<file path="config.mk">
export PLATFORM = sky130hd
export DESIGN_NAME = spi_flash_command_bridge
export DESIGN_NICKNAME = d
export VERILOG_FILES = /design/src/hw/rtl/sfcb_pkg.sv /design/src/hw/rtl/spi_flash_command_bridge.sv /design/src/hw/rtl/sfcb_front.sv /design/src/hw/rtl/sfcb_queue.sv /design/src/hw/rtl/sfcb_back.sv
export SDC_FILE = /design/constraint.sdc
export NUM_CORES = 1
export LEC_CHECK = 0
export BUFFER_PORTS_ARGS = -buffer_cell sky130_fd_sc_hd__clkbuf_2
export CORE_MARGIN = 2
export CORE_UTILIZATION = 60
export CTS_CLUSTER_SIZE = 25
export DETAILED_ROUTE_END_ITERATION = 7
export PLACE_DENSITY = 0.8
export SYNTH_ARGS = -nofsm -noshare
export SYNTH_HDL_FRONTEND = slang
export SYNTH_SLANG_ARGS = --single-unit
</file>
<file path="constraint.sdc">
create_clock -name clk -period 4.7 [get_ports clk]
set_input_delay 0 -clock clk [delete_from_list [all_inputs] [get_ports clk]]
set_output_delay 0 -clock clk [all_outputs]
set_load 0.01 [all_outputs]
</file>
<file path="src/hw/rtl/sfcb_pkg.sv">
package sfcb_pkg;

  // Default geometry of a flash page and of one host read packet
  localparam int PAGE_BYTES_DEF  = 264;
  localparam int CHUNK_BYTES_DEF = 64;

  // Depth of the job queue between front and back
  localparam int QDEPTH = 4;

  // Number of configuration registers and their indexes
  localparam int NUM_REGS = 1;
  localparam logic REG_VERSION = 1'b0;

  // Job kinds handed from the front to the back
  localparam logic [3:0] J_HOST    = 4'd0;  // one host byte
  localparam logic [3:0] J_VERSION = 4'd1;  // seven-byte version reply
  localparam logic [3:0] J_WHDR    = 4'd2;  // buffer write header
  localparam logic [3:0] J_RHDR    = 4'd3;  // page read header with address
  localparam logic [3:0] J_ERASE   = 4'd4;  // erase sequence plus status poll
  localparam logic [3:0] J_PROG    = 4'd5;  // program with address plus status poll
  localparam logic [3:0] J_POLL    = 4'd6;  // status poll pair
  localparam logic [3:0] J_ID      = 4'd7;  // ID opcode and four dummy bytes
  localparam logic [3:0] J_WDATA   = 4'd8;  // one write data byte to flash
  localparam logic [3:0] J_RFIRST  = 4'd9;  // first dummy byte of a read chunk
  localparam logic [3:0] J_RMID    = 4'd10; // forward read byte, next dummy byte
  localparam logic [3:0] J_EXIT    = 4'd11; // exit request

  // Command opcodes from the host
  localparam logic [7:0] OPC_VERSION = 8'h00;
  localparam logic [7:0] OPC_ID      = 8'h01;
  localparam logic [7:0] OPC_WRITE   = 8'h02;
  localparam logic [7:0] OPC_READ    = 8'h03;
  localparam logic [7:0] OPC_ERASE   = 8'h04;
  localparam logic [7:0] OPC_STATUS  = 8'h05;
  localparam logic [7:0] OPC_BOOT    = 8'h24;
  localparam logic [7:0] OPC_NORMAL  = 8'hff;

  // Item codes on the input channel
  localparam logic [1:0] OP_HOST  = 2'd0;
  localparam logic [1:0] OP_FLASH = 2'd1;
  localparam logic [1:0] OP_TICK  = 2'd2;

  // Exit request codes
  localparam logic [1:0] EXIT_BOOT   = 2'd1;
  localparam logic [1:0] EXIT_NORMAL = 2'd2;

  // Flash opcodes and fixed bytes
  localparam logic [7:0] FL_BUF_WRITE = 8'h84;
  localparam logic [7:0] FL_PROGRAM   = 8'h83;
  localparam logic [7:0] FL_READ      = 8'h03;
  localparam logic [7:0] FL_STATUS    = 8'hd7;
  localparam logic [7:0] FL_ID        = 8'h9f;
  localparam logic [7:0] FL_DUMMY     = 8'hff;
  localparam logic [7:0] FL_ERASE0    = 8'hc7;
  localparam logic [7:0] FL_ERASE1    = 8'h94;
  localparam logic [7:0] FL_ERASE2    = 8'h80;
  localparam logic [7:0] FL_ERASE3    = 8'h9a;

  typedef struct packed {
    logic [3:0]  kind;
    logic [7:0]  data;
    logic        rel;
    logic        pend;
    logic [23:0] addr;
  } job_t;

  typedef struct packed {
    logic       target;
    logic [7:0] out_byte;
    logic       select_release;
    logic       wants_reply;
    logic       packet_end;
    logic [1:0] exit_request;
    logic       last;
  } res_t;

  function automatic res_t mk_flash(logic [7:0] b, logic rel, logic want);
    res_t r;
    r = '0;
    r.target         = 1'b0;
    r.out_byte       = b;
    r.select_release = rel;
    r.wants_reply    = want;
    return r;
  endfunction

  function automatic res_t mk_host(logic [7:0] b, logic pend);
    res_t r;
    r = '0;
    r.target     = 1'b1;
    r.out_byte   = b;
    r.packet_end = pend;
    return r;
  endfunction

  // Result number idx of a job, with last set on its final result
  function automatic res_t job_result(job_t j, logic [2:0] idx);
    res_t r;
    r = '0;
    case (j.kind)
      J_HOST: begin
        r = mk_host(j.data, j.pend);
        r.last = 1'b1;
      end
      J_VERSION: begin
        case (idx)
          3'd0: r = mk_host(8'h48, 1'b0);
          3'd1: r = mk_host(8'h01, 1'b0);
          3'd2: r = mk_host(8'h46, 1'b0);
          3'd3: r = mk_host(8'h00, 1'b0);
          3'd4: r = mk_host(8'h01, 1'b0);
          3'd5: r = mk_host(8'h42, 1'b0);
          default: begin
            r = mk_host(j.data, 1'b1);
            r.last = 1'b1;
          end
        endcase
      end
      J_WHDR: begin
        case (idx)
          3'd0: r = mk_flash(FL_BUF_WRITE, 1'b0, 1'b0);
          3'd1: r = mk_flash(8'h00, 1'b0, 1'b0);
          3'd2: r = mk_flash(8'h00, 1'b0, 1'b0);
          default: begin
            r = mk_flash(8'h00, 1'b0, 1'b0);
            r.last = 1'b1;
          end
        endcase
      end
      J_RHDR: begin
        case (idx)
          3'd0: r = mk_flash(FL_READ, 1'b0, 1'b0);
          3'd1: r = mk_flash(j.addr[23:16], 1'b0, 1'b0);
          3'd2: r = mk_flash(j.addr[15:8], 1'b0, 1'b0);
          default: begin
            r = mk_flash(j.addr[7:0], 1'b0, 1'b0);
            r.last = 1'b1;
          end
        endcase
      end
      J_ERASE: begin
        case (idx)
          3'd0: r = mk_flash(FL_ERASE0, 1'b0, 1'b0);
          3'd1: r = mk_flash(FL_ERASE1, 1'b0, 1'b0);
          3'd2: r = mk_flash(FL_ERASE2, 1'b0, 1'b0);
          3'd3: r = mk_flash(FL_ERASE3, 1'b1, 1'b0);
          3'd4: r = mk_flash(FL_STATUS, 1'b0, 1'b0);
          default: begin
            r = mk_flash(FL_DUMMY, 1'b1, 1'b1);
            r.last = 1'b1;
          end
        endcase
      end
      J_PROG: begin
        case (idx)
          3'd0: r = mk_flash(FL_PROGRAM, 1'b0, 1'b0);
          3'd1: r = mk_flash(j.addr[23:16], 1'b0, 1'b0);
          3'd2: r = mk_flash(j.addr[15:8], 1'b0, 1'b0);
          3'd3: r = mk_flash(j.addr[7:0], 1'b1, 1'b0);
          3'd4: r = mk_flash(FL_STATUS, 1'b0, 1'b0);
          default: begin
            r = mk_flash(FL_DUMMY, 1'b1, 1'b1);
            r.last = 1'b1;
          end
        endcase
      end
      J_POLL: begin
        if (idx == 3'd0) begin
          r = mk_flash(FL_STATUS, 1'b0, 1'b0);
        end else begin
          r = mk_flash(FL_DUMMY, 1'b1, 1'b1);
          r.last = 1'b1;
        end
      end
      J_ID: begin
        case (idx)
          3'd0: r = mk_flash(FL_ID, 1'b0, 1'b0);
          3'd1: r = mk_flash(FL_DUMMY, 1'b0, 1'b1);
          3'd2: r = mk_flash(FL_DUMMY, 1'b0, 1'b1);
          3'd3: r = mk_flash(FL_DUMMY, 1'b0, 1'b1);
          default: begin
            r = mk_flash(FL_DUMMY, 1'b1, 1'b1);
            r.last = 1'b1;
          end
        endcase
      end
      J_WDATA: begin
        r = mk_flash(j.data, j.rel, 1'b0);
        r.last = 1'b1;
      end
      J_RFIRST: begin
        r = mk_flash(FL_DUMMY, j.rel, 1'b1);
        r.last = 1'b1;
      end
      J_RMID: begin
        if (idx == 3'd0) begin
          r = mk_host(j.data, 1'b0);
        end else begin
          r = mk_flash(FL_DUMMY, j.rel, 1'b1);
          r.last = 1'b1;
        end
      end
      J_EXIT: begin
        r.exit_request = j.data[1:0];
        r.last = 1'b1;
      end
      default: begin
        r.last = 1'b1;
      end
    endcase
    return r;
  endfunction

endpackage

</file>
<file path="src/hw/rtl/spi_flash_command_bridge.sv">
// Channel   Direction  Handshake             Payload
// input     in         in_valid / in_ready   op, data
// output    out        out_valid / out_ready target, out_byte, select_release,
//                                            wants_reply, packet_end,
//                                            exit_request, last
// config    in/out     psel/penable/pready   paddr, pwdata, prdata
//
// An input item is taken whenever the four-entry job queue has room.
// Each job leaves as one to seven results from the output register, one per cycle unless the output stalls.
// Reset is synchronous and clears the command state, queue and output valid.
// A stalled output holds the back; the front keeps taking items until the queue fills.
module spi_flash_command_bridge import sfcb_pkg::*; #(
  parameter int PAGE_BYTES  = PAGE_BYTES_DEF,
  parameter int CHUNK_BYTES = CHUNK_BYTES_DEF
) (
  input  logic        clk,
  input  logic        rst,
  input  logic        in_valid,
  output logic        in_ready,
  input  logic [1:0]  op,
  input  logic [7:0]  data,
  output logic        out_valid,
  input  logic        out_ready,
  output logic        target,
  output logic [7:0]  out_byte,
  output logic        select_release,
  output logic        wants_reply,
  output logic        packet_end,
  output logic [1:0]  exit_request,
  output logic        last,
  input  logic        psel,
  input  logic        penable,
  input  logic        pwrite,
  input  logic [2:0]  paddr,
  input  logic [31:0] pwdata,
  output logic [31:0] prdata,
  output logic        pready
);

  logic [7:0] version;
  logic       q_full;
  logic       push;
  job_t       push_job;
  logic       pop;
  logic       head_valid;
  job_t       head_job;
  res_t       out_res;
  logic       reg_hit;

  // Register file access
  assign pready  = 1'b1;
  assign reg_hit = (paddr[2] == REG_VERSION) && (paddr[1:0] == 2'd0);
  assign prdata  = reg_hit ? {24'd0, version} : 32'd0;

  always_ff @(posedge clk) begin
    if (rst) begin
      version <= 8'h00;
    end else if (psel && penable && pwrite && pready && reg_hit) begin
      version <= pwdata[7:0];
    end
  end

  sfcb_front #(
    .PAGE_BYTES  (PAGE_BYTES),
    .CHUNK_BYTES (CHUNK_BYTES)
  ) u_front (
    .clk      (clk),
    .rst      (rst),
    .in_valid (in_valid),
    .in_ready (in_ready),
    .op       (op),
    .data     (data),
    .version  (version),
    .q_full   (q_full),
    .push     (push),
    .push_job (push_job)
  );

  sfcb_queue u_queue (
    .clk        (clk),
    .rst        (rst),
    .push       (push),
    .push_job   (push_job),
    .pop        (pop),
    .full       (q_full),
    .head_valid (head_valid),
    .head_job   (head_job)
  );

  sfcb_back u_back (
    .clk        (clk),
    .rst        (rst),
    .head_valid (head_valid),
    .head_job   (head_job),
    .pop        (pop),
    .out_valid  (out_valid),
    .out_ready  (out_ready),
    .out_res    (out_res)
  );

  // Split the result onto its ports
  assign target         = out_res.target;
  assign out_byte       = out_res.out_byte;
  assign select_release = out_res.select_release;
  assign wants_reply    = out_res.wants_reply;
  assign packet_end     = out_res.packet_end;
  assign exit_request   = out_res.exit_request;
  assign last           = out_res.last;

endmodule

</file>
<file path="src/hw/rtl/sfcb_front.sv">
module sfcb_front import sfcb_pkg::*; #(
  parameter int PAGE_BYTES  = PAGE_BYTES_DEF,
  parameter int CHUNK_BYTES = CHUNK_BYTES_DEF
) (
  input  logic       clk,
  input  logic       rst,
  input  logic       in_valid,
  output logic       in_ready,
  input  logic [1:0] op,
  input  logic [7:0] data,
  input  logic [7:0] version,
  input  logic       q_full,
  output logic       push,
  output job_t       push_job
);

  // Byte counter wide enough for a full page and for one chunk size
  localparam int PAGE_W = $clog2(PAGE_BYTES + 1);
  localparam int CL_W   = $clog2(CHUNK_BYTES + 1);
  localparam int REM_W  = (PAGE_W > CL_W) ? PAGE_W : CL_W;
  localparam logic [REM_W-1:0] PAGE_INIT = REM_W'(PAGE_BYTES);
  localparam logic [REM_W-1:0] CHUNK_REM = REM_W'(CHUNK_BYTES);
  localparam logic [CL_W-1:0]  CHUNK_CL  = CL_W'(CHUNK_BYTES);

  // Phase codes
  localparam logic [3:0] PH_COLLECT      = 4'd0;
  localparam logic [3:0] PH_VERSION      = 4'd1;
  localparam logic [3:0] PH_ID_TICK      = 4'd2;
  localparam logic [3:0] PH_ID_REPLY     = 4'd3;
  localparam logic [3:0] PH_WRITE        = 4'd4;
  localparam logic [3:0] PH_READ_TICK    = 4'd5;
  localparam logic [3:0] PH_READ_REPLY   = 4'd6;
  localparam logic [3:0] PH_POLL         = 4'd7;
  localparam logic [3:0] PH_STATUS_TICK  = 4'd8;
  localparam logic [3:0] PH_STATUS_REPLY = 4'd9;
  localparam logic [3:0] PH_SUCCESS      = 4'd10;
  localparam logic [3:0] PH_ERROR        = 4'd11;

  logic [3:0]       phase, phase_next;
  logic [7:0]       cmd0, cmd0_next;
  logic [7:0]       cmd1, cmd1_next;
  logic [7:0]       cmd2, cmd2_next;
  logic [7:0]       cmd3, cmd3_next;
  logic [1:0]       byte_index, byte_index_next;
  logic [REM_W-1:0] remaining, remaining_next;
  logic [7:0]       byte_sum, byte_sum_next;
  logic [2:0]       reply_count, reply_count_next;
  logic [CL_W-1:0]  chunk_left, chunk_left_next;

  logic             accept;
  logic [CL_W-1:0]  chunk_take;
  logic [CL_W-1:0]  chunk_dec;
  logic [REM_W-1:0] rem_after;
  logic [2:0]       rc_inc;

  assign in_ready = !q_full;
  assign accept   = in_valid && in_ready;

  // Size of the next read chunk and what is left after it
  always_comb begin
    if (remaining < CHUNK_REM) begin
      chunk_take = remaining[CL_W-1:0];
    end else begin
      chunk_take = CHUNK_CL;
    end
    rem_after = remaining - REM_W'(chunk_take);
    chunk_dec = (chunk_left != '0) ? chunk_left - 1'b1 : chunk_left;
    rc_inc    = reply_count + 3'd1;
  end

  // Advance the command state and classify the item into a job
  always_comb begin
    phase_next       = phase;
    cmd0_next        = cmd0;
    cmd1_next        = cmd1;
    cmd2_next        = cmd2;
    cmd3_next        = cmd3;
    byte_index_next  = byte_index;
    remaining_next   = remaining;
    byte_sum_next    = byte_sum;
    reply_count_next = reply_count;
    chunk_left_next  = chunk_left;
    push             = 1'b0;
    push_job         = '0;
    push_job.addr    = {cmd1, cmd2, cmd3};

    if (accept) begin
      case (phase)
        PH_COLLECT: begin
          if (op == OP_HOST) begin
            case (byte_index)
              2'd0: cmd0_next = data;
              2'd1: cmd1_next = data;
              2'd2: cmd2_next = data;
              default: cmd3_next = data;
            endcase
            if (byte_index == 2'd3) begin
              byte_index_next = 2'd0;
              push_job.addr   = {cmd1, cmd2, data};
              case (cmd0)
                OPC_VERSION: phase_next = PH_VERSION;
                OPC_ID:      phase_next = PH_ID_TICK;
                OPC_WRITE: begin
                  phase_next     = PH_WRITE;
                  remaining_next = PAGE_INIT;
                  byte_sum_next  = 8'h00;
                  push           = 1'b1;
                  push_job.kind  = J_WHDR;
                end
                OPC_READ: begin
                  phase_next     = PH_READ_TICK;
                  remaining_next = PAGE_INIT;
                  push           = 1'b1;
                  push_job.kind  = J_RHDR;
                end
                OPC_ERASE: begin
                  phase_next    = PH_POLL;
                  push          = 1'b1;
                  push_job.kind = J_ERASE;
                end
                OPC_STATUS: phase_next = PH_STATUS_TICK;
                OPC_BOOT: begin
                  push          = 1'b1;
                  push_job.kind = J_EXIT;
                  push_job.data = {6'd0, EXIT_BOOT};
                end
                OPC_NORMAL: begin
                  push          = 1'b1;
                  push_job.kind = J_EXIT;
                  push_job.data = {6'd0, EXIT_NORMAL};
                end
                default: phase_next = PH_ERROR;
              endcase
            end else begin
              byte_index_next = byte_index + 2'd1;
            end
          end
        end
        PH_WRITE: begin
          if (op == OP_HOST) begin
            if (remaining != '0) begin
              push           = 1'b1;
              push_job.kind  = J_WDATA;
              push_job.data  = data;
              push_job.rel   = (remaining == REM_W'(1));
              byte_sum_next  = byte_sum + data;
              remaining_next = remaining - 1'b1;
            end else if ((~byte_sum + 8'd1) == data) begin
              push          = 1'b1;
              push_job.kind = J_PROG;
              phase_next    = PH_POLL;
            end else begin
              phase_next = PH_ERROR;
            end
          end
        end
        PH_VERSION: begin
          if (op == OP_TICK) begin
            push          = 1'b1;
            push_job.kind = J_VERSION;
            push_job.data = version;
            phase_next    = PH_COLLECT;
          end
        end
        PH_ID_TICK: begin
          if (op == OP_TICK) begin
            push             = 1'b1;
            push_job.kind    = J_ID;
            reply_count_next = 3'd0;
            phase_next       = PH_ID_REPLY;
          end
        end
        PH_ID_REPLY: begin
          if (op == OP_FLASH) begin
            push          = 1'b1;
            push_job.kind = J_HOST;
            push_job.data = data;
            if (rc_inc >= 3'd4) begin
              push_job.pend    = 1'b1;
              reply_count_next = 3'd0;
              phase_next       = PH_COLLECT;
            end else begin
              reply_count_next = rc_inc;
            end
          end
        end
        PH_READ_TICK: begin
          if (op == OP_TICK) begin
            if (chunk_take == '0) begin
              phase_next = PH_COLLECT;
            end else begin
              chunk_left_next = chunk_take;
              remaining_next  = rem_after;
              push            = 1'b1;
              push_job.kind   = J_RFIRST;
              push_job.rel    = (chunk_take == CL_W'(1)) && (rem_after == '0);
              phase_next      = PH_READ_REPLY;
            end
          end
        end
        PH_READ_REPLY: begin
          if (op == OP_FLASH) begin
            chunk_left_next = chunk_dec;
            push            = 1'b1;
            push_job.data   = data;
            if (chunk_dec == '0) begin
              push_job.kind = J_HOST;
              push_job.pend = 1'b1;
              phase_next    = (remaining == '0) ? PH_COLLECT : PH_READ_TICK;
            end else begin
              push_job.kind = J_RMID;
              push_job.rel  = (chunk_dec == CL_W'(1)) && (remaining == '0);
            end
          end
        end
        PH_POLL: begin
          if (op == OP_FLASH) begin
            if (data[7]) begin
              phase_next = PH_SUCCESS;
            end else begin
              push          = 1'b1;
              push_job.kind = J_POLL;
            end
          end
        end
        PH_STATUS_TICK: begin
          if (op == OP_TICK) begin
            push          = 1'b1;
            push_job.kind = J_POLL;
            phase_next    = PH_STATUS_REPLY;
          end
        end
        PH_STATUS_REPLY: begin
          if (op == OP_FLASH) begin
            push          = 1'b1;
            push_job.kind = J_HOST;
            push_job.data = data;
            push_job.pend = 1'b1;
            phase_next    = PH_COLLECT;
          end
        end
        PH_SUCCESS, PH_ERROR: begin
          if (op == OP_TICK) begin
            push          = 1'b1;
            push_job.kind = J_HOST;
            push_job.data = (phase == PH_SUCCESS) ? 8'h01 : 8'h00;
            push_job.pend = 1'b1;
            phase_next    = PH_COLLECT;
          end
        end
        default: phase_next = PH_COLLECT;
      endcase
    end
  end

  // Hold the command state
  always_ff @(posedge clk) begin
    if (rst) begin
      phase       <= PH_COLLECT;
      cmd0        <= 8'h00;
      cmd1        <= 8'h00;
      cmd2        <= 8'h00;
      cmd3        <= 8'h00;
      byte_index  <= 2'd0;
      remaining   <= '0;
      byte_sum    <= 8'h00;
      reply_count <= 3'd0;
      chunk_left  <= '0;
    end else begin
      phase       <= phase_next;
      cmd0        <= cmd0_next;
      cmd1        <= cmd1_next;
      cmd2        <= cmd2_next;
      cmd3        <= cmd3_next;
      byte_index  <= byte_index_next;
      remaining   <= remaining_next;
      byte_sum    <= byte_sum_next;
      reply_count <= reply_count_next;
      chunk_left  <= chunk_left_next;
    end
  end

endmodule

</file>
<file path="src/hw/rtl/sfcb_queue.sv">
module sfcb_queue import sfcb_pkg::*; (
  input  logic clk,
  input  logic rst,
  input  logic push,
  input  job_t push_job,
  input  logic pop,
  output logic full,
  output logic head_valid,
  output job_t head_job
);

  localparam int PTR_W = $clog2(QDEPTH);
  localparam int CNT_W = $clog2(QDEPTH + 1);

  job_t             entries [QDEPTH];
  logic [PTR_W-1:0] wr_ptr;
  logic [PTR_W-1:0] rd_ptr;
  logic [CNT_W-1:0] count;

  assign full       = (count == CNT_W'(QDEPTH));
  assign head_valid = (count != '0);
  assign head_job   = entries[rd_ptr];

  // Store pushed jobs
  always_ff @(posedge clk) begin
    if (push) begin
      entries[wr_ptr] <= push_job;
    end
  end

  // Advance pointers and fill count
  always_ff @(posedge clk) begin
    if (rst) begin
      wr_ptr <= '0;
      rd_ptr <= '0;
      count  <= '0;
    end else begin
      if (push) begin
        wr_ptr <= wr_ptr + 1'b1;
      end
      if (pop) begin
        rd_ptr <= rd_ptr + 1'b1;
      end
      if (push && !pop) begin
        count <= count + 1'b1;
      end else if (pop && !push) begin
        count <= count - 1'b1;
      end
    end
  end

endmodule

</file>
<file path="src/hw/rtl/sfcb_back.sv">
module sfcb_back import sfcb_pkg::*; (
  input  logic clk,
  input  logic rst,
  input  logic head_valid,
  input  job_t head_job,
  output logic pop,
  output logic out_valid,
  input  logic out_ready,
  output res_t out_res
);

  logic [2:0] idx;
  res_t       cur;
  logic       load;

  assign cur  = job_result(head_job, idx);
  assign load = head_valid && (!out_valid || out_ready);
  assign pop  = load && cur.last;

  // Step through the results of the head job
  always_ff @(posedge clk) begin
    if (rst) begin
      out_valid <= 1'b0;
      idx       <= 3'd0;
    end else begin
      if (load) begin
        out_valid <= 1'b1;
        idx       <= cur.last ? 3'd0 : idx + 3'd1;
      end else if (out_ready) begin
        out_valid <= 1'b0;
      end
    end
  end

  // Hold the result until transferred
  always_ff @(posedge clk) begin
    if (load) begin
      out_res <= cur;
    end
  end

endmodule
</file>
## Word-level counts from Yosys, hierarchy flattened

Memory sizes are Yosys's and may differ from the RTL's. A register that Yosys moved wholly into a read port is not among the register bits.
Cells that the tools add are included.

| storage, ports and cells | value |
|---|---|
| register bits | 99 |
| bits in writable memories | 152 |
| input bits | 52 |
| output and inout bits | 50 |
| word-level logic and storage cells | 277 |
| memories | 1 |

Memory list:

| name | words | bits a word | rd ports | clocked after Yosys merged registers in | write ports | line | text |
|---|---|---|---|---|---|---|---|
| u_queue.entries | 4 | 38 | 1 | 1 | 1 | sfcb_queue.sv:15 | `job_t entries [QDEPTH];` |

| cells by class | value |
|---|---|
| add/sub/neg operators | 12 |
| $lt $le $gt $ge | 2 |
| equal/unequal tests | 64 |
| multiplexer cells | 114 |
| bitwise logic cells | 3 |
| reduce and logical (&&, ||, !) cells | 58 |

Operator list:

| operator | number |
|---|---|
| 14-bit one-hot mux with 5 select lines | 2 |
| 12-bit one-hot mux with 11 select lines | 1 |
| 8-bit 2-to-1 mux | 11 |
| 4-bit 2-to-1 mux | 21 |
| 9-bit 2-to-1 mux | 9 |
| 4-bit one-hot mux with 10 select lines | 2 |
| 13-bit one-hot mux with 5 select lines | 1 |
| 8-bit one-hot mux with 6 select lines | 1 |
| 14-bit one-hot mux with 3 select lines | 1 |
| 38-bit 2-to-1 mux | 1 |
| 12-bit 2-to-1 mux | 3 |
| 3-bit 2-to-1 mux | 12 |
| 7-bit 2-to-1 mux | 5 |
| 4-bit by 3-bit == test with 1-bit output, second input constant | 8 |
| 4-bit == test, second input constant | 8 |
| 2-bit by 1-bit inequality test with 1-bit output, second input constant | 14 |
| 14-bit one-hot mux with 2 select lines | 1 |
| 4-bit one-hot mux with 7 select lines | 1 |
| 9-bit one-hot mux with 3 select lines | 1 |
| 13-bit one-hot mux with 2 select lines | 1 |
| 1-bit 2-to-1 mux | 24 |
| 4-bit AND reduction | 5 |
| 9-bit logical NOT | 2 |
| 2-bit one-hot mux with 9 select lines | 1 |
| 61 further kinds | 117 |

## Longest topological paths before layout

Gate-level depths: netlist of the first run.

| logic depth | value |
|---|---|
| depth after elaboration | 12 |
| depth in mapped cells | 16 |
| depth with buffers taken out | 15 |

## Cells and area by module

A second synthesis of the first run with hierarchy kept.

| second synthesis, totals | value |
|---|---|
| cells, all modules | 1192 |
| area total of the unflattened synthesis | 13256.5 um^2 |

Modules (own cells, without submodules):

| module | instances | cells an instance | area an instance (um^2) | seq. area each (um^2) |
|---|---|---|---|---|
| sfcb_queue | 1 | 242 | 5928.2 | 4744.6 |
| sfcb_front | 1 | 647 | 4800.9 | 1301.2 |
| sfcb_back | 1 | 232 | 1891.8 | 530.5 |
| spi_flash_command_bridge | 1 | 71 | 635.6 | 160.2 |

## Worst setup path after synthesis of the first run

Ideal clock, no wire load.

| timing path | value |
|---|---|
| kind | register to register |
| from | register u_front.byte_sum[1] |
| to | register u_queue.count[2] |
| library setup time | 71 ps |
| arrival | 3403 ps |
| data required time | 4629 ps |
| path slack | 1226 ps |
| cell stages (with the launch flop) | 15 |
| clock period less this slack | 3474 ps |
| cell sequence | dfxtp_1 -> inv_1 -> ha_1 -> or4b_1 -> nor3_1 -> a211oi_1 -> nor4_4 -> nand3_2 -> a221oi_4 -> ha_1 -> inv_1 -> fa_1 -> xor2_1 -> or3_1 -> a21oi_1 |

| on the way | value |
|---|---|
| longest elaborated chain between the ends | 11 |

Ends and longest elaborated chain:

| what | line | text |
|---|---|---|
| start: declaration | sfcb_front.sv:46 | `logic [7:0] byte_sum, byte_sum_next;` |
| start signal: assignment | sfcb_front.sv:277 | `byte_sum <= byte_sum_next;` |
| 8-bit NOT * | sfcb_front.sv:148 | `end else if ((~byte_sum + 8'd1) == data) begin` |
| 8-bit by 1-bit adder with 8-bit output * | sfcb_front.sv:148 |  |
| 8-bit == test * | sfcb_front.sv:148 |  |
| 1-bit 2-to-1 mux * | sfcb_front.sv:148 |  |
| 1-bit 2-to-1 mux * | sfcb_front.sv:141 | `if (remaining != '0) begin` |
| 1-bit 2-to-1 mux * | sfcb_front.sv:140 | `if (op == OP_HOST) begin` |
| 1-bit one-hot mux with 6 select lines * | sfcb_front.sv:88 | `case (phase)` |
| 1-bit 2-to-1 mux * | sfcb_front.sv:87 | `if (accept) begin` |
| via push | spi_flash_command_bridge.sv:42 | `logic push;` |
| 1-bit logical NOT | sfcb_queue.sv:46 | `end else if (pop && !push) begin` |
| 1-bit logical AND | sfcb_queue.sv:46 |  |
| 2-bit nonzero test (no source line) | -- |  |
| end signal: assignment | sfcb_queue.sv:45 | `count <= count + 1'b1;` |
| end signal: assignment | sfcb_queue.sv:47 | `count <= count - 1'b1;` |
| end: declaration | sfcb_queue.sv:18 | `logic [CNT_W-1:0] count;` |

Mark *: on every way through the listed nets, which the timed path passes. The rest lies on a longest branch.
A chain may end at the register's enable or synchronous reset.

## Worst setup path in the final report of the first run

Same ends and word-level chain as after synthesis.

==> results of run 1 <==
timing repair:
action,CTS,global route
hold buffers,18,0
endpoints found under the hold margin,42,0
gates resized for setup,0,0
routing by layer:
metal / part of all wire (%) / up-vias
met4: 1.6 / 0
li1: - / 4556
met3: 8.0 / 49
met5: 0 / -
met1: 43 / 4700
met2: 47 / 500
flip-flops by register name (all words and copies together), names as in the netlist, 3 cells and up, named ones only:
| register | count |
|---|---|
| u_front.chunk_left | 7 |
| u_front.reply_count | 3 |
| version | 8 |
| u_queue.count | 3 |
| u_front.cmd0 | 8 |
| u_queue.entries | 152 |
| u_front.phase | 4 |
| u_front.byte_sum | 8 |
| u_front.cmd2 | 8 |
| u_back.out_res | 15 |
| u_front.remaining | 9 |
| u_front.cmd3 | 8 |
| u_back.idx | 3 |
| u_front.cmd1 | 8 |
kinds of logic after synthesis:
family          Yosys count  share of synthesized area, %
xor+xnor                 22                          1.48
other cells               2                        0.0577
compound gates          289                          14.3
simple gates            405                          15.5
buf+inv                 128                          4.68
fa+ha+maj                31                          3.10
flops                   253                          51.8
mux                      69                          9.11
worst max-delay path, delay by kind of cell, from the launching register on:
kind	cells	cell delay [ns]
and+or+nand+nor	5	1.62
adders and majority gates	3	0.93
AOI/OAI and AO/OA	3	0.70
DFF	1	0.37
xor gates and xnor gates	1	0.17
buffers and inverters	2	0.15
worst paths after layout:
kind | from | to | slack, ns | cells past startpoint
max reg2reg | u_front.byte_sum[1]$_SDFFE_PP0P_ | u_queue.count[2]$_SDFFE_PP0P_ | 0.70 | 14
min reg2reg | u_front.cmd3[6]$_SDFFE_PP0P_ | u_front.cmd3[6]$_SDFFE_PP0P_ | 0.46 | 2
min | penable | version[5]$_SDFFE_PP0P_ | 0.1 | 4
max | u_front.byte_sum[1]$_SDFFE_PP0P_ | u_queue.count[2]$_SDFFE_PP0P_ | 0.70 | 14
where the power goes:
| part | leakage, nW | switching, W | internal (W) |
|---|---|---|---|
| clock | 0.414 | 0.000850 | 0.00124 |
| combinational | 2.38 | 0.000606 | 0.000376 |
| sequential | 2.47 | 0.0000594 | 0.00248 |
placed cells by master (no fill, tap or decap), types with 10 or more instances in the layout:
cell           netlist  final
edfxtp_1           167    167
nand2_1            107    107
nor2_1             105    105
a21oi_1             99     99
dfxtp_1             86     84
nand3_1             51     51
clkbuf_2             0     51
o21ai_0             49     49
mux4_2              38     38
nor3_1              30     30
a22oi_1             30     30
ha_1                29     29
inv_1               26     26
conb_1               2     26
clkbuf_16            0     26
mux2i_1             19     19
buf_4               25     19
dlygate4sd3_1        0     18
nand2b_1            15     15
nor2b_1             14     14
a31oi_1             13     13
a211oi_1            13     13
xor2_1              12     12
nand4_1             11     11
mux2_2              11     11
and2_1              11     11
xnor2_1             10     10
stage by stage:
step                power, W  cell area, um^2  instances  utilization, %
floorplan            0.00332            13100       1223               -
global placement     0.00353            13400       1473            63.4
detailed placement   0.00355            13400       1473            63.4
CTS                  0.00564            14500       1538            68.3
global route         0.00583            14500       1538            68.3
finish               0.00562            14500       1538            68.3
layout make-up:
| type | instances | area share (%) |
|---|---|---|
| Sequential cell | 253 | 46.6 |
| Clock inverter | 14 | 1.32 |
| Clock buffer | 33 | 4.68 |
| Timing Repair Buffer | 92 | 4.45 |
| Tap cell | 275 | 2.38 |
| Inverter | 29 | 0.753 |
| Multi-Input combinational cell | 842 | 39.8 |
==> impl_metrics.env, run 1 <==
export IMPL_grt_total_usage_pct=27.0
export IMPL_finalSetupViolCount=0
export IMPL_arrival_ns=4.45
export IMPL_end_kind="register"
export IMPL_insertion_delay_ns=0.53
export IMPL_synthArstFlopShare_pct=0
export IMPL_yosys_area_top_type="edfxtp_1"
export IMPL_ys_flop_type="edfxtp_1"
export IMPL_worstMarginPinSlew_ns=0.995
export IMPL_nNetsFinal=1327
export IMPL_hold_violations=0
export IMPL_clock_root_buffer="clkbuf_16"
export IMPL_crit_fanout=7
export IMPL_worstPathRequired_ns=5.15
export IMPL_die_area_um2=22900
export IMPL_core_area_um2=21200
export IMPL_netlist_top_cells_count="edfxtp_1 (167), nand2_1 (107), nor2_1 (105)"
export IMPL_routed_via_count=9805
export IMPL_cts_buffers=26
export IMPL_grt_busiest_layer="met2"
export IMPL_finalMaxSlewViolations=0
export IMPL_outcome="complete, no violations"
export IMPL_postRouteAntennaNets=0
export IMPL_overflow=0
export IMPL_grt_setup_unrepaired="no"
export IMPL_cts_sinks=253
export IMPL_relSlewSlack_pct=33.7
export IMPL_grt_max_degree=51
export IMPL_clockBufferDepth=3
export IMPL_avgSynthCellArea_um2=10.8
export IMPL_fp_dieW_um=151
export IMPL_synth_warnings=0
export IMPL_cts_max_level=1
export IMPL_grt_pass1_wl_mm=48.9
export IMPL_wl_per_cell_um=19.8
export IMPL_yosysSeqAreaShare_pct=51.8
export IMPL_first_pass_iters=5
export IMPL_leakage_nw=5.26
export IMPL_drt_wl_total_mm=30.4
export IMPL_syn_inst=1199
export IMPL_fin_ws_ns=0.699
export IMPL_maxCapViolCount=0
export IMPL_place_hpwl_mm=20.2
export IMPL_synth_seq_cells=253
export IMPL_fin_tns_setup_ns=0
export IMPL_whs_ns=0.0954
export IMPL_cp_start_kind="register"
export IMPL_n_fill_cell=1483
export IMPL_viasPerCell=6.38
export IMPL_grt_use_met2_pct=44.0
export IMPL_critPathKind="reg -> reg"
export IMPL_io_buffers=52
export IMPL_finClkSkew_ns=0.0102
export IMPL_gp_congestion=0.950
export IMPL_postCtsSetupRepairBufs=0
export IMPL_slowest_stage="nor4_4"
export IMPL_num_rows=53
export IMPL_yosysUniqueCellTypes=84
export IMPL_ir_drop_mv=0.297
export IMPL_insertedDiodeCount=0
export IMPL_synth_edff_count=167
export IMPL_start_util_pct=61.5
export IMPL_area_growth_pct=11.1
export IMPL_gr_usage_met1_pct=39.1
export IMPL_critical_path_cell_chain="inv_1 > ha_1 > or4b_1 > nor3_1 > a211oi_1 > nor4_4 > nand3_2 > a221oi_4 > ha_1 > inv_1 > fa_1 > xor2_1 > or3_1 > a21oi_1"
export IMPL_fp_dieH_um=151
export IMPL_grt_pass1_vias=9211
export IMPL_drt_iter0_markers=944
export IMPL_clock_fmax_ghz=0.250
export IMPL_fin_crit_sh_pct=85.1
export IMPL_min_path_type="in -> reg"
export IMPL_yosysMostFrequentCell="edfxtp_1"
export IMPL_min_period_ns=4.00
export IMPL_tritoncts="done"
export IMPL_p_per_area_nw_per_um2=389
export IMPL_seq_area_um2=6740
export IMPL_clk_pin_slew_ns=0.06
export IMPL_drive_gt1_share_pct=15.0
export IMPL_syn_area_um2=13000
export IMPL_synth_top_area_share_pct=38.5
export IMPL_grt_use_met3_pct=3.67
export IMPL_max_stage_delay_ns=0.50
export IMPL_pre_cts_ws_ns=0.762
export IMPL_io_pins=102
export IMPL_synth_area_leaders="edfxtp_1 (39%), dfxtp_1 (13%), mux4_2 (6.6%)"
export IMPL_drc=0
export IMPL_antenna_found_initial=0
export IMPL_multi_input_area_um2=5750
(Power assumes the default switching activity.)
==> run 2: changes to the inputs <==
Settings changed: CORE_ASPECT_RATIO set to 2, PLACE_DENSITY 0.8 to not set, PLACE_DENSITY_LB_ADDON set to 0.1.
==> impl_metrics.env, run 2 (synthesis gave the netlist of run 1 again) <==
export IMPL_ir_drop_mv=0.364
export IMPL_cts_max_level=1
export IMPL_end_kind="register"
export IMPL_min_path_type="in -> reg"
export IMPL_largest_register_ffs=152
export IMPL_drive_gt1_share_pct=15.3
export IMPL_nNetsFinal=1331
export IMPL_critPathKind="reg -> reg"
export IMPL_maxCapViolCount=0
export IMPL_wl_per_cell_um=23.0
export IMPL_final_core_util_pct=67.0
export IMPL_drc=0
export IMPL_min_period_ns=3.97
export IMPL_fin_crit_sh_pct=84.4
export IMPL_grt_total_usage_pct=31.3
export IMPL_num_rows=76
export IMPL_viasPerCell=6.41
export IMPL_pre_cts_ws_ns=0.801
export IMPL_finalSetupViolCount=0
export IMPL_leakage_nw=5.22
export IMPL_core_area_um2=21400
export IMPL_clock_fmax_ghz=0.252
export IMPL_finalMaxSlewViolations=0
export IMPL_insertion_delay_ns=0.53
export IMPL_top_register="u_queue.entries"
export IMPL_io_pins=102
export IMPL_grt_pass1_wl_mm=54.0
export IMPL_arrival_ns=4.41
export IMPL_overflow=0
export IMPL_drt_wl_total_mm=35.3
export IMPL_fin_tns_setup_ns=0
export IMPL_worstMarginPinSlew_ns=1.13
export IMPL_clockBufferDepth=3
export IMPL_place_hpwl_mm=24.9
export IMPL_grt_max_degree=47
export IMPL_cts_buffers=22
export IMPL_clk_pin_slew_ns=0.07
export IMPL_fp_dieW_um=108
export IMPL_fp_dieH_um=212
export IMPL_gp_congestion=1.05
export IMPL_first_pass_iters=6
export IMPL_place_inst=1479
export IMPL_cts_sinks=253
export IMPL_layout_common_cells="edfxtp_1 (167), nand2_1 (107), nor2_1 (105)"
export IMPL_finClkSkew_ns=0.0194
export IMPL_antenna_found_initial=0
export IMPL_die_area_um2=22900
export IMPL_tritoncts="done"
export IMPL_fin_ws_ns=0.731
export IMPL_layout_commonest_cell="edfxtp_1"
export IMPL_outcome="complete, no violations"
export IMPL_whs_ns=0.0835
export IMPL_cts_resized=0
export IMPL_insertedDiodeCount=0
export IMPL_area_growth_pct=10.2
export IMPL_io_buffers=52
export IMPL_cp_start_kind="register"
export IMPL_reg_top3="u_queue.entries: 152 flops, u_back.out_res: 15 flops, u_front.remaining: 9 flops"
export IMPL_p_per_area_nw_per_um2=375
export IMPL_grt_setup_unrepaired="no"
export IMPL_hold_violations=0
export IMPL_routed_via_count=9852
export IMPL_postRouteAntennaNets=0
export IMPL_relSlewSlack_pct=22.5
export IMPL_crit_fanout=7
export IMPL_instances_no_fill=1537
export IMPL_drt_iter0_markers=711
export IMPL_start_util_pct=60.8
export IMPL_worstPathRequired_ns=5.14
export IMPL_grt_pass1_vias=10002
export IMPL_clock_root_buffer="clkbuf_16"
run 2: changes by cell type in the layout (fill, tap and decap cells not counted), sizes merged:
cell / change
clkbuf: -6
buf: +8
bufinv: -2
inv: -1
clkinvlp: +3
clkinv: -1
run 2: layer usage:
layer | up-vias | wire (um) | global-route usage [%]
li1 | 4547 | - | -
met1 | 4809 | 11900 | 31.3
met2 | 365 | 19800 | 59.4
met3 | 131 | 1320 | 3.68
met4 | 0 | 2310 | 19.8
met5 | - | 0 | 0
run 2: repair_timing:
action	CTS	global route
setup buffers	0	0
hold endpoints to repair	41	0
hold buffers	18	0
run 2: where the power goes:
part | switching [W] | internal (W) | leakage (nW)
clock | 0.000809 | 0.000997 | 0.334
combinational | 0.000642 | 0.000382 | 2.42
sequential | 0.0000634 | 0.00248 | 2.47
run 2: layout make-up:
type	instances	area [um^2]
Clock inverter	13	136
Multi-Input combinational cell	842	5750
Fill cell	1702	7060
Inverter	29	109
Sequential cell	253	6740
Timing Repair Buffer	100	678
Clock buffer	27	579
Tap cell	273	342
run 2: critical path: stages (launching register included):
cell,delay [ns]
dfxtp_1,0.39
inv_1,0.08
ha_1,0.23
or4b_1,0.49
nor3_1,0.15
a211oi_1,0.09
nor4_4,0.39
nand3_2,0.22
a221oi_4,0.47
ha_1,0.25
inv_1,0.07
fa_1,0.42
xor2_1,0.18
or3_1,0.31
a21oi_1,0.14
run 2: worst paths after layout:
path / cells past startpoint / slack (ns) / to / startpoint
worst max register to register: 14 / 0.73 / u_queue.count[2]$_SDFFE_PP0P_ / u_front.byte_sum[1]$_SDFFE_PP0P_
worst min register to register: 2 / 0.46 / u_front.reply_count[1]$_SDFFE_PP0P_ / u_front.reply_count[1]$_SDFFE_PP0P_
worst min-delay path: 2 / 0.08 / u_queue.count[1]$_SDFFE_PP0P_ / rst
worst max-delay path: 14 / 0.73 / u_queue.count[2]$_SDFFE_PP0P_ / u_front.byte_sum[1]$_SDFFE_PP0P_
run 2: metrics by stage:
step                power [W]  area [um^2]
floorplan             0.00332        13100
global placement      0.00359        13400
detailed placement    0.00360        13400
CTS                   0.00540        14300
global route          0.00558        14300
finish                0.00538        14300
==> run 3: changes to the inputs <==
Settings changed: ABC_AREA set to 1, CORE_UTILIZATION 60 to 55.
Clock period 4.7 ns to 3.58 ns, I/O delays scaled along.
==> impl_metrics.env, run 3 <==
export IMPL_outcome="complete, no violations"
export IMPL_yosysSeqAreaShare_pct=52.4
export IMPL_finalMaxSlewViolations=0
export IMPL_p_per_area_nw_per_um2=564
export IMPL_synth_edff_count=167
export IMPL_cp_num_buf_inv=3
export IMPL_crit_fanout=9
export IMPL_max_stage_delay_ns=0.45
export IMPL_first_pass_iters=7
export IMPL_viasPerCell=5.66
export IMPL_n_fill_cell=2027
export IMPL_pwr_share_comb_pct=28.1
export IMPL_min_period_ns=3.30
export IMPL_maxCapViolCount=0
export IMPL_area_growth_pct=11.8
export IMPL_leakage_nw=5.84
export IMPL_worstPathRequired_ns=4.02
export IMPL_drt_wl_total_mm=35.1
export IMPL_overflow=0
export IMPL_end_kind="register"
export IMPL_die_area_um2=24700
export IMPL_synth_seq_cells=253
export IMPL_layout_commonest_cell="nand2_1"
export IMPL_drt_iter0_markers=784
export IMPL_num_rows=79
export IMPL_path_common_cell="nand2_1"
export IMPL_intPower_w=0.00539
export IMPL_postRouteAntennaNets=0
export IMPL_cts_hold_buffers=15
export IMPL_min_path_type="in -> reg"
export IMPL_cp_start_kind="register"
export IMPL_yosys_area_top_type="edfxtp_1"
export IMPL_pwr_share_clk_pct=30.2
export IMPL_tritoncts="done"
export IMPL_io_pins=102
export IMPL_grt_setup_unrepaired="no"
export IMPL_grt_total_usage_pct=28.2
export IMPL_clockBufferDepth=3
export IMPL_antenna_found_initial=0
export IMPL_worstMarginPinSlew_ns=1.09
export IMPL_grt_use_met2_pct=54.4
export IMPL_grt_pass1_vias=10567
export IMPL_cts_max_level=1
export IMPL_finalSetupViolCount=0
export IMPL_grt_busiest_layer="met2"
export IMPL_layout_common_cells="nand2_1 (270), nor2_1 (180), edfxtp_1 (167)"
export IMPL_gr_usage_met1_pct=27.8
export IMPL_hold_violations=0
export IMPL_clock_fmax_ghz=0.303
export IMPL_arrival_ns=3.74
export IMPL_netlist_top_cells_count="nand2_1 (270), nor2_1 (184), edfxtp_1 (167)"
export IMPL_synthArstFlopShare_pct=0
export IMPL_switching_share_pct=33.6
export IMPL_wl_per_cell_um=18.8
export IMPL_grt_pass1_wl_mm=54.0
export IMPL_io_buffers=52
export IMPL_critical_path_cell_chain="inv_1 > ha_1 > nand2_1 > inv_2 > nor2_4 > nand2_1 > nor2_1 > nand2_1 > nand3_2 > nor2_4 > nand2_4 > nand2_2 > ha_1 > inv_1 > fa_1 > nor2_1 > nor2_1 > nand2_1 > o21ai_0 > a21oi_1"
export IMPL_synth_area_leaders="edfxtp_1 (39%), dfxtp_1 (13%), nand2_1 (7.9%)"
export IMPL_fp_dieW_um=112
export IMPL_syn_inst=1488
export IMPL_fin_crit_sh_pct=92.2
export IMPL_synth_top_area_share_pct=39.0
export IMPL_insertion_delay_ns=0.52
export IMPL_clock_root_buffer="clkbuf_16"
export IMPL_drc=0
export IMPL_slowest_stage="fa_1"
export IMPL_yosysUniqueCellTypes=53
export IMPL_cp_top_family="simple AND/OR/NAND/NOR gates"
export IMPL_p_seq_share_pct=41.7
export IMPL_ir_drop_mv=0.644
export IMPL_relSlewSlack_pct=26.5
export IMPL_cts_sinks=253
export IMPL_start_util_pct=55.6
export IMPL_yosysMostFrequentCell="nand2_1"
export IMPL_nNetsFinal=1651
export IMPL_fp_dieH_um=220
export IMPL_place_hpwl_mm=25.7
export IMPL_postCtsSetupRepairBufs=0
export IMPL_clk_pin_slew_ns=0.07
export IMPL_cts_resized=0
export IMPL_instances_no_fill=1868
export IMPL_routed_via_count=10565
export IMPL_total_power_w=0.00812
export IMPL_cts_buffers=23
export IMPL_ys_flop_type="edfxtp_1"
export IMPL_place_inst=1811
export IMPL_critPathKind="reg -> reg"
export IMPL_reg_top3="u_queue.entries: 152 flops, u_back.out_res: 15 flops, u_front.remaining: 9 flops"
export IMPL_drive_gt1_share_pct=11.9
export IMPL_top_register="u_queue.entries"
export IMPL_core_area_um2=23100
export IMPL_largest_register_ffs=152
export IMPL_avgSynthCellArea_um2=8.64
export IMPL_synth_warnings=0
export IMPL_gp_congestion=1.02
export IMPL_syn_area_um2=12900
export IMPL_finClkSkew_ns=0.0118
export IMPL_p_switching_w=0.00273
export IMPL_grt_use_met3_pct=2.82
export IMPL_insertedDiodeCount=0
export IMPL_grt_max_degree=59
==> run 3: kinds of logic after synthesis <==
| family | Yosys count | synth area share, % |
|---|---|---|
| flops | 253 | 52.4 |
| compound gates | 351 | 15.0 |
| buf+inv | 230 | 7.88 |
| xor+xnor | 14 | 0.953 |
| fa+ha+maj | 31 | 3.13 |
| mux | 2 | 0.175 |
| simple gates | 605 | 20.4 |
| other cells | 2 | 0.0584 |
==> run 3: tightest hold or removal path: stages <==
cell	delay [ns]
clkbuf_2	0.14
buf_4	0.19
o21ai_0	0.10
nor2_1	0.07
==> run 3: area by class of cell <==
class                           count  area [um^2]  share of cell area (%)
Inverter                          160          603                    4.19
Tap cell                          283          354                    2.46
Multi-Input combinational cell   1029         5230                    36.4
Timing Repair Buffer              101          716                    4.97
Clock inverter                     12          121                   0.844
Clock buffer                       30          622                    4.32
Sequential cell                   253         6740                    46.8
==> run 3: through the flow <==
step	hold WS, ns	setup WS (ns)	cell area [um^2]	utilization (%)	setup TNS, ns
3_3_place_gp	0.285	0.426	13500	58.3	0
6_report	0.0325	0.281	14400	62.2	0
3_5_place_dp	0.298	0.343	13500	58.3	0
5_1_grt	0.0335	0.0430	14400	62.2	0
4_1_cts	0.00774	0.318	14400	62.2	0
2_1_floorplan	0.164	-0.0331	13000	-	-5.03
==> run 3: power groups by stage <==
stage | clock network, W | registers [W] | logic (W)
after floorplan | 0 | 0.00348 | 0.00149
after global placement | 0 | 0.00344 | 0.00221
after detailed placement | 0 | 0.00345 | 0.00224
after CTS | 0.00249 | 0.00339 | 0.00226
after global routing | 0.00260 | 0.00340 | 0.00249
final | 0.00245 | 0.00339 | 0.00228
==> run 3: per-layer routing <==
metal	up-vias	routed length, um
met4	0	2620
met3	129	1320
met1	4933	12100
met5	-	0
li1	5189	-
met2	314	19000
==> run 3: worst paths after layout <==
| path | from | endpoint | slack, ns | depth (start not counted) |
|---|---|---|---|---|
| hold / removal | data[6] | u_front.cmd2[6]$_SDFFE_PP0P_ | 0.03 | 4 |
| hold reg to reg | u_front.chunk_left[5]$_SDFFE_PP0P_ | u_front.chunk_left[5]$_SDFFE_PP0P_ | 0.47 | 2 |
| setup / recovery | u_back.idx[1]$_SDFFE_PP0P_ | u_queue.count[2]$_SDFFE_PP0P_ | 0.28 | 20 |
| setup reg to reg | u_back.idx[1]$_SDFFE_PP0P_ | u_queue.count[2]$_SDFFE_PP0P_ | 0.28 | 20 |
